File: config.mk
export PLATFORM = sky130hd
export DESIGN_NAME = id3v2_frame_select_extractor_unit
export DESIGN_NICKNAME = d
export VERILOG_FILES = /design/src/rtl/id3fx_pkg.sv /design/src/rtl/id3fx_cfg.sv /design/src/rtl/id3fx_parser.sv /design/src/rtl/id3fx_out_fifo.sv /design/src/rtl/id3v2_frame_select_extractor_unit.sv
export SDC_FILE = /design/constraint.sdc
export NUM_CORES = 1
export LEC_CHECK = 0
export BUFFER_PORTS_ARGS = -buffer_cell sky130_fd_sc_hd__buf_2
export CORE_UTILIZATION = 55
export CTS_BUF_LIST = sky130_fd_sc_hd__clkbuf_16
export CTS_CLUSTER_DIAMETER = 30
export DETAILED_ROUTE_END_ITERATION = 7
export PLACE_DENSITY = 0.77
export SLEW_MARGIN = 20
export SYNTH_ARGS = -nofsm -noshare
export SYNTH_HDL_FRONTEND = slang
export SYNTH_HIERARCHICAL = 1
export SYNTH_SLANG_ARGS = --single-unit
File: constraint.sdc
create_clock -name clk -period 8.8 [get_ports clk]
set_input_delay 1.76 -clock clk [delete_from_list [all_inputs] [get_ports clk]]
set_output_delay 1.76 -clock clk [all_outputs]
set_load 0.02 [all_outputs]
File: src/rtl/id3fx_pkg.sv
package id3fx_pkg;

	// parser phases
	typedef enum logic [2:0] {
		PH_IDLE,
		PH_HEADER,
		PH_ID,
		PH_SIZE,
		PH_FLAGS,
		PH_BODY
	} phase_t;

	// result kinds
	localparam logic [1:0] KIND_PAYLOAD     = 2'd0;
	localparam logic [1:0] KIND_END_MATCH   = 2'd1;
	localparam logic [1:0] KIND_END_NOMATCH = 2'd2;

	// first ID characters that select a frame class
	localparam logic [7:0] CH_T = 8'h54;
	localparam logic [7:0] CH_C = 8'h43;
	localparam logic [7:0] CH_A = 8'h41;

	// field positions
	localparam logic [3:0] HDR_SIZE_FIRST = 4'd6;
	localparam logic [3:0] HDR_LAST       = 4'd9;
	localparam logic [3:0] WORD_LAST      = 4'd3;
	localparam logic [3:0] FLAGS_LAST     = 4'd2;
	localparam logic [3:0] SHORT_RUN_MAX  = 4'd10;

	// register map
	localparam logic [2:0]  ADDR_WANTED_ID  = 3'd0;
	localparam logic [31:0] WANTED_ID_RESET = 32'h5449_5432;

	// result queue depth (power of two, at least 2)
	localparam int OUT_DEPTH = 4;

	typedef struct packed {
		logic [1:0] kind;
		logic [7:0] out_byte;
		logic       last;
	} result_t;

	// up to two results pushed per cycle
	typedef struct packed {
		logic [1:0] count;
		result_t    first;
		result_t    second;
	} push_t;

endpackage

File: src/rtl/id3fx_cfg.sv
module id3fx_cfg
	import id3fx_pkg::*;
(
	input  logic        clk,
	input  logic        arst_n,
	input  logic        psel,
	input  logic        penable,
	input  logic        pwrite,
	input  logic [2:0]  paddr,
	input  logic [31:0] pwdata,
	output logic [31:0] prdata,
	output logic        pready,
	output logic [31:0] wanted_id
);

	logic [31:0] wanted_id_q;

	// register write on the access cycle
	always_ff @(posedge clk or negedge arst_n) begin
		if (!arst_n) begin
			wanted_id_q <= WANTED_ID_RESET;
		end else if (psel && penable && pwrite && (paddr == ADDR_WANTED_ID)) begin
			wanted_id_q <= pwdata;
		end
	end

	// read mux
	always_comb begin
		unique case (paddr)
			ADDR_WANTED_ID: prdata = wanted_id_q;
			default:        prdata = 32'd0;
		endcase
	end

	assign pready    = 1'b1;
	assign wanted_id = wanted_id_q;

endmodule

File: src/rtl/id3fx_parser.sv
module id3fx_parser
	import id3fx_pkg::*;
(
	input  logic        clk,
	input  logic        arst_n,
	input  logic        in_valid,
	output logic        in_stall,
	input  logic        tag_start,
	input  logic [7:0]  data_byte,
	input  logic [31:0] wanted_id,
	input  logic        room,
	output push_t       push
);

	// input register
	logic       in_valid_s1;
	logic       tag_start_s1;
	logic [7:0] data_byte_s1;

	// parser state
	phase_t      phase_q,       phase_d;
	logic [3:0]  field_q,       field_d;
	logic [27:0] tag_size_q,    tag_size_d;
	logic [31:0] tag_count_q,   tag_count_d;
	logic [31:0] frame_id_q,    frame_id_d;
	logic [31:0] frame_size_q,  frame_size_d;
	logic [31:0] frame_count_q, frame_count_d;
	logic [3:0]  short_run_q,   short_run_d;
	logic        match_q,       match_d;

	logic        go;
	logic [31:0] tc_inc;
	logic [31:0] fc_inc;
	logic [27:0] ts_new;
	logic [31:0] fid_new;
	logic        emit;
	logic        tag_full;
	result_t     end_res;

	assign in_stall = in_valid_s1 && !room;
	assign go       = in_valid_s1 && room;

	always_ff @(posedge clk or negedge arst_n) begin
		if (!arst_n) begin
			in_valid_s1 <= 1'b0;
		end else if (!in_stall) begin
			in_valid_s1 <= in_valid;
		end
	end

	always_ff @(posedge clk) begin
		if (!in_stall) begin
			tag_start_s1 <= tag_start;
			data_byte_s1 <= data_byte;
		end
	end

	// shared terms
	assign tc_inc   = (tag_count_q == 32'hFFFF_FFFF) ? tag_count_q : tag_count_q + 32'd1;
	assign fc_inc   = frame_count_q + 32'd1;
	assign tag_full = tc_inc >= {4'd0, tag_size_q};
	assign ts_new   = (field_q >= HDR_SIZE_FIRST) ?
	                  {tag_size_q[20:0], data_byte_s1[6:0]} : tag_size_q;
	assign fid_new  = (field_q == 4'd0) ? {24'd0, data_byte_s1} :
	                  {frame_id_q[23:0], data_byte_s1};
	assign end_res  = '{kind: (match_q ? KIND_END_MATCH : KIND_END_NOMATCH),
	                    out_byte: 8'd0, last: 1'b1};

	// per-byte state update and result generation
	always_comb begin
		phase_d       = phase_q;
		field_d       = field_q;
		tag_size_d    = tag_size_q;
		tag_count_d   = tag_count_q;
		frame_id_d    = frame_id_q;
		frame_size_d  = frame_size_q;
		frame_count_d = frame_count_q;
		short_run_d   = short_run_q;
		match_d       = match_q;
		emit          = 1'b0;
		push          = '0;
		if (go) begin
			if (tag_start_s1) begin
				phase_d     = PH_HEADER;
				field_d     = 4'd1;
				tag_size_d  = 28'd0;
				tag_count_d = 32'd0;
				match_d     = 1'b0;
			end else begin
				unique case (phase_q)
					PH_HEADER: begin
						tag_size_d = ts_new;
						if (field_q >= HDR_LAST) begin
							tag_count_d = 32'd0;
							field_d     = 4'd0;
							if (ts_new == 28'd0) begin
								phase_d    = PH_IDLE;
								push.count = 2'd1;
								push.first = end_res;
							end else begin
								phase_d = PH_ID;
							end
						end else begin
							field_d = field_q + 4'd1;
						end
					end
					PH_ID: begin
						tag_count_d = tc_inc;
						if ((field_q == 4'd0) && (data_byte_s1 == 8'd0)) begin
							// padding ends the tag
							phase_d    = PH_IDLE;
							field_d    = 4'd0;
							push.count = 2'd1;
							push.first = end_res;
						end else begin
							frame_id_d = fid_new;
							if (field_q >= WORD_LAST) begin
								if (fid_new == wanted_id) begin
									match_d = 1'b1;
								end
								phase_d = PH_SIZE;
								field_d = 4'd0;
							end else begin
								field_d = field_q + 4'd1;
							end
						end
					end
					PH_SIZE: begin
						tag_count_d  = tc_inc;
						frame_size_d = (field_q == 4'd0) ? {24'd0, data_byte_s1} :
						               {frame_size_q[23:0], data_byte_s1};
						if (field_q >= WORD_LAST) begin
							phase_d = PH_FLAGS;
							field_d = 4'd0;
						end else begin
							field_d = field_q + 4'd1;
						end
					end
					PH_FLAGS: begin
						tag_count_d = tc_inc;
						if (field_q < FLAGS_LAST) begin
							field_d = field_q + 4'd1;
						end else begin
							// encoding byte is body byte one
							frame_count_d = 32'd1;
							short_run_d   = 4'd0;
							field_d       = 4'd0;
							phase_d       = PH_BODY;
							if (frame_size_q <= 32'd1) begin
								if (tag_full) begin
									phase_d    = PH_IDLE;
									push.count = 2'd1;
									push.first = end_res;
								end else begin
									phase_d = PH_ID;
								end
							end
						end
					end
					PH_BODY: begin
						tag_count_d   = tc_inc;
						frame_count_d = fc_inc;
						if (frame_id_q == wanted_id) begin
							if ((frame_id_q[31:24] == CH_T) || (frame_id_q[31:24] == CH_C)) begin
								emit = 1'b1;
							end else if ((frame_id_q[31:24] == CH_A) &&
							             (short_run_q < SHORT_RUN_MAX)) begin
								emit        = 1'b1;
								short_run_d = short_run_q + 4'd1;
							end
						end
						if (emit) begin
							push.count = 2'd1;
							push.first = '{kind: KIND_PAYLOAD, out_byte: data_byte_s1,
							               last: 1'b1};
						end
						if (fc_inc >= frame_size_q) begin
							field_d = 4'd0;
							if (tag_full) begin
								phase_d = PH_IDLE;
								if (emit) begin
									push.count      = 2'd2;
									push.first.last = 1'b0;
									push.second     = end_res;
								end else begin
									push.count = 2'd1;
									push.first = end_res;
								end
							end else begin
								phase_d = PH_ID;
							end
						end
					end
					default: begin
						// idle: stray bytes are dropped
					end
				endcase
			end
		end
	end

	always_ff @(posedge clk or negedge arst_n) begin
		if (!arst_n) begin
			phase_q       <= PH_IDLE;
			field_q       <= 4'd0;
			tag_size_q    <= 28'd0;
			tag_count_q   <= 32'd0;
			frame_id_q    <= 32'd0;
			frame_size_q  <= 32'd0;
			frame_count_q <= 32'd0;
			short_run_q   <= 4'd0;
			match_q       <= 1'b0;
		end else begin
			phase_q       <= phase_d;
			field_q       <= field_d;
			tag_size_q    <= tag_size_d;
			tag_count_q   <= tag_count_d;
			frame_id_q    <= frame_id_d;
			frame_size_q  <= frame_size_d;
			frame_count_q <= frame_count_d;
			short_run_q   <= short_run_d;
			match_q       <= match_d;
		end
	end

	// two results come only from a body byte that closes the tag
	a_two_from_body: assert property (@(posedge clk) disable iff (!arst_n)
		(push.count == 2'd2) |-> (phase_q == PH_BODY) && (phase_d == PH_IDLE))
		else $error("two results outside a closing body byte");

	// nothing is pushed unless the queue had room
	a_push_room: assert property (@(posedge clk) disable iff (!arst_n)
		!room |-> (push.count == 2'd0))
		else $error("push without queue room");

	// match flag is set only by a completed frame ID
	a_match_rise: assert property (@(posedge clk) disable iff (!arst_n)
		$rose(match_q) |-> ($past(phase_q) == PH_ID) && (phase_q == PH_SIZE))
		else $error("match flag set outside frame ID");

	// short-run count never passes its limit
	a_short_run: assert property (@(posedge clk) disable iff (!arst_n)
		short_run_q <= SHORT_RUN_MAX)
		else $error("short-run count overflow");

endmodule

File: src/rtl/id3fx_out_fifo.sv
module id3fx_out_fifo
	import id3fx_pkg::*;
#(
	parameter int DEPTH = OUT_DEPTH
) (
	input  logic       clk,
	input  logic       arst_n,
	input  push_t      push,
	output logic       room,
	output logic       out_valid,
	input  logic       out_stall,
	output logic [1:0] kind,
	output logic [7:0] out_byte,
	output logic       last
);

	localparam int AW = $clog2(DEPTH);
	localparam int CW = $clog2(DEPTH + 1);

	result_t         mem_q [DEPTH];
	logic [AW-1:0]   wr_ptr_q;
	logic [AW-1:0]   rd_ptr_q;
	logic [CW-1:0]   count_q;
	logic            pop;

	// room for a two-result push
	assign room      = count_q <= CW'(DEPTH - 2);
	assign out_valid = count_q != '0;
	assign pop       = out_valid && !out_stall;

	// entry storage
	always_ff @(posedge clk) begin
		if (push.count != 2'd0) begin
			mem_q[wr_ptr_q] <= push.first;
		end
		if (push.count == 2'd2) begin
			mem_q[wr_ptr_q + AW'(1)] <= push.second;
		end
	end

	// pointers and fill count
	always_ff @(posedge clk or negedge arst_n) begin
		if (!arst_n) begin
			wr_ptr_q <= '0;
			rd_ptr_q <= '0;
			count_q  <= '0;
		end else begin
			wr_ptr_q <= wr_ptr_q + AW'(push.count);
			if (pop) begin
				rd_ptr_q <= rd_ptr_q + AW'(1);
			end
			count_q <= count_q + CW'(push.count) - CW'(pop);
		end
	end

	assign kind     = mem_q[rd_ptr_q].kind;
	assign out_byte = mem_q[rd_ptr_q].out_byte;
	assign last     = mem_q[rd_ptr_q].last;

	// fill count stays within the queue
	a_no_overflow: assert property (@(posedge clk) disable iff (!arst_n)
		count_q <= CW'(DEPTH))
		else $error("result queue overflow");

endmodule

File: src/rtl/id3v2_frame_select_extractor_unit.sv
// channel  | handshake            | payload
// ---------+----------------------+--------------------------
// input    | in_valid / in_stall  | tag_start, data_byte
// output   | out_valid / out_stall| kind, out_byte, last
// config   | APB psel/penable     | paddr, pwdata, prdata
//
// One byte per cycle is taken while the input does not stall; a byte passes
// through the input register and its results are queued before the output.
// A byte yields zero, one or two results; results go through a small queue,
// and the input stalls while the queue lacks room for two results.
// Reset clears the parser state and the queue; the frame ID register resets to "TIT2".
// An output stall backs up the queue and then the input register.
module id3v2_frame_select_extractor_unit
	import id3fx_pkg::*;
#(
	parameter int OUT_QUEUE_DEPTH = OUT_DEPTH
) (
	input  logic        clk,
	input  logic        arst_n,
	input  logic        in_valid,
	output logic        in_stall,
	input  logic        tag_start,
	input  logic [7:0]  data_byte,
	output logic        out_valid,
	input  logic        out_stall,
	output logic [1:0]  kind,
	output logic [7:0]  out_byte,
	output logic        last,
	input  logic        psel,
	input  logic        penable,
	input  logic        pwrite,
	input  logic [2:0]  paddr,
	input  logic [31:0] pwdata,
	output logic [31:0] prdata,
	output logic        pready
);

	logic [31:0] wanted_id;
	logic        room;
	push_t       push;

	id3fx_cfg u_cfg (
		.clk       (clk),
		.arst_n    (arst_n),
		.psel      (psel),
		.penable   (penable),
		.pwrite    (pwrite),
		.paddr     (paddr),
		.pwdata    (pwdata),
		.prdata    (prdata),
		.pready    (pready),
		.wanted_id (wanted_id)
	);

	id3fx_parser u_parser (
		.clk       (clk),
		.arst_n    (arst_n),
		.in_valid  (in_valid),
		.in_stall  (in_stall),
		.tag_start (tag_start),
		.data_byte (data_byte),
		.wanted_id (wanted_id),
		.room      (room),
		.push      (push)
	);

	id3fx_out_fifo #(
		.DEPTH (OUT_QUEUE_DEPTH)
	) u_out_fifo (
		.clk       (clk),
		.arst_n    (arst_n),
		.push      (push),
		.room      (room),
		.out_valid (out_valid),
		.out_stall (out_stall),
		.kind      (kind),
		.out_byte  (out_byte),
		.last      (last)
	);

endmodule
==> impl_metrics.ini <==
[logic_synthesis]
synth-seq-cells = 261
synth_area_um2 = 15810
synth.area.top_cells = dfrtp_1 (31%), edfxtp_1 (10%), ha_1 (5.9%)
synth_top_cell_by_area = dfrtp_1
yosys_warnings = 6
synth_cell_types = 81
synth_top_area_share_pct = 31.02
yosysSeqAreaShare_pct = 43.08
synthCells = 1551
postSynthAreaPerCell_um2 = 10.19
synth-edff-count = 53
async_flop_share_pct = 79.69
synth_ff_type = dfrtp_1

[power]
p_per_area_nw_per_um2 = 260.1
finalPower_mw = 4.802
power.leakage_nw = 8.214
ir_drop_mv = 0.1749

[clocking]
numClockSinks = 261
post_cts_buffers = 0
clk_pin_slew_worst_paths_ns = 0.05
cts_root_buffer = clkbuf_16
postCtsHoldBufs = 0
htree_levels = 2
cts.path.max_buffers = 3
cts_buffers = 55
cts_tree = built
clk_latency_ns = 0.56
cts_resized = 0

[worst_setup_path]
crit_arrival_ns = 6.97
crit_fanout = 11
crit_path_end_kind = register
crit_family = simple AND/OR/NAND/NOR gates
reg2reg_from = u_parser/tag_count_q[0]
ff2ff_setup_slack_ns = 2.12
cp_slowest_cell = nor4_1
path_class = reg2reg
cp-start-kind = register
required_ns = 9.09
crit_top_cell = ha_1
cp_slowest_stage_delay_ns = 0.70
startpoint = u_parser/tag_count_q[0]
crit_chain = ha_1 -> nand2_1 -> nor3_1 -> and4_1 -> nor2_1 -> and3_1 -> xor2_1 -> ha_1 -> and4_1 -> nand3_1 -> or4_1 -> a31oi_1 -> nor4_1 -> and2_1 -> inv_1 -> ha_1 -> o21ai_0 -> a21oi_1 -> o31a_1 -> nor2b_4 -> and3b_1 -> mux2_2
crit_buf_inv = 1

[sta]
hold_viol_final = 0
drv_slew = 0
grt_setup_unrepaired = false
fmax_ghz = 0.1498
worst_slew_pin_slew_ns = 1.091
skew_ns = 0.02913
max_slew_margin_pct = 26.25
post-route-min-period_ns = 6.676
fin_tns_setup_ns = 0
setup_viol = 0
fin_crit_sh_pct = 75.86

[cells_and_area]
layout-drive-gt1-share_pct = 20.43
fillers = 2124
layout.nets = 1771
area_growth_pct = 16.80
multi_input_area_um2 = 8284
antenna_cells = 0
register_area_um2 = 6812

[detailed_routing]
ant_nets = 0
drt_wl_total_um = 38860
drt_first_iter_violations = 889
drc_errors = 0
first_pass_iters = 5
vias = 12429
wl_per_cell_um = 18.80
vias_per_cell = 6.013

[job]
maxCapViolCount = 0

[placement]
port_buffers = 95
dp_hpwl_um = 25680
routabilityCongestion = 0.8845

[die]
core_area_um2 = 28010
rows = 61
fp.dieW_um = 171.5
die_h_um = 171.5
die_area_um2 = 29430
start_util_pct = 56.44
io-pin-count = 97

[grt]
gr-total-overflow = 0
grt_pass1_vias = 12675
grt_max_degree = 84
antenna_found_initial = 0
grt_first_pass_wirelength_um = 64400
grt_usage_pct = 27.45

[status]
status = completed

[worst_hold_path]
worstHoldStart = u_parser/short_run_q[2]
hp-class = reg2reg
-- path summary, 6_finish.rpt --
check                                                 end  depth (start not counted)
min in group asynchronous         u_parser/tag_size_q[21]                          1
max in group asynchronous       u_parser/frame_count_q[8]                          2
worst max-delay path              u_out_fifo/mem_q[3][10]                         22
worst min register to register    u_parser/short_run_q[2]                          1
worst min-delay path              u_parser/short_run_q[2]                          1
worst max register to register    u_out_fifo/mem_q[3][10]                         22
-- per-stage QoR --
stage | setup WS [ns] | util (%) | std cells | instance area [um2] | hold slack [ns]
after detailed placement | 2.331 | 58.82 | 1965 | 16480 | 0.4889
after global placement | 2.645 | 58.80 | 1965 | 16470 | 0.4716
final | 2.124 | 65.93 | 2067 | 18470 | 0.5033
after CTS | 2.256 | 65.86 | 2066 | 18450 | 0.4967
after global routing | 1.832 | 65.93 | 2067 | 18470 | 0.5319
after floorplan | 3.174 | - | 1558 | 15840 | 0.4516
-- logic make-up (layout without fill, tap and decap cells) --
logic type               count (synthesis)  after routing  share of synthesized area, %
flip-flops                             261            261                         43.08
AO/OA/AOI/OAI                          325            325                         13.18
AND/OR/NAND/NOR                        512            512                         17.62
multiplexers                            99             99                         9.030
adder cells (fa/ha/maj)                 75             75                         5.983
buffers and inverters                  167            298                         4.962
other                                    2              9                       0.04750
XOR/XNOR                               110            110                         6.094
-- Yosys cell counts (21+ instances only) --
cell type,count
a21oi_1,46
a22o_1,52
and2_1,49
and3_1,22
clkbuf_1,49
dfrtp_1,196
edfxtp_1,53
ha_1,74
inv_1,89
mux2_2,35
mux2_4,51
nand2_1,133
nand3_1,71
nand4_1,34
nor2_1,72
nor4_1,31
o21ai_0,139
o31ai_1,21
xnor2_1,51
xor2_1,59
-- power by group --
part | switching, mW | total [mW] | internal (mW)
Clock | 0.666 | 2.17 | 1.51
Sequential | 0.229 | 1.60 | 1.37
Combinational | 0.625 | 1.03 | 0.409
-- layout make-up --
type,count,share of cell area [%]
Tap cell,378,2.561
Sequential cell,261,36.89
Clock buffer,58,7.860
Multi-Input combinational cell,1130,44.86
Inverter,89,1.809
Timing Repair Buffer,108,3.218
Clock inverter,43,2.805
-- per-layer routing --
metal	track usage (%)	up-vias	share of wire [%]	wire length (um)
li1	-	5841	-	-
met1	35.70	6093	43	16790
met2	46.01	399	49	18870
met3	4.142	96	5.4	2104
met4	10.71	0	2.8	1091
met5	0	-	0	0
-- state kept, by name, summed over array words and instances (netlist names), 8 cells and up --
signal and count:
u_parser/tag_size_q 28, u_cfg/wanted_id 32, u_parser/frame_id_q 32, u_out_fifo/mem_q 44
u_parser/tag_count_q 32, u_parser/data_byte_s1 8, u_parser/frame_size_q 32, u_parser/frame_count_q 32
-- cell usage in the layout (no fill, tap or decap), types with 30 or more instances in the layout --
cell type	netlist	layout
mux2_2	35	35
xnor2_1	51	51
mux2_4	51	51
edfxtp_1	53	53
dfrtp_1	196	196
and2_1	49	49
nand4_1	34	34
nor2_1	72	70
a22o_1	52	52
clkbuf_16	0	58
nand3_1	71	71
xor2_1	59	59
inv_1	89	92
nor4_1	31	30
nand2_1	133	133
o21ai_0	139	138
a21oi_1	46	46
ha_1	74	74
buf_2	3	94
Power figures use the tool's default switching activity.
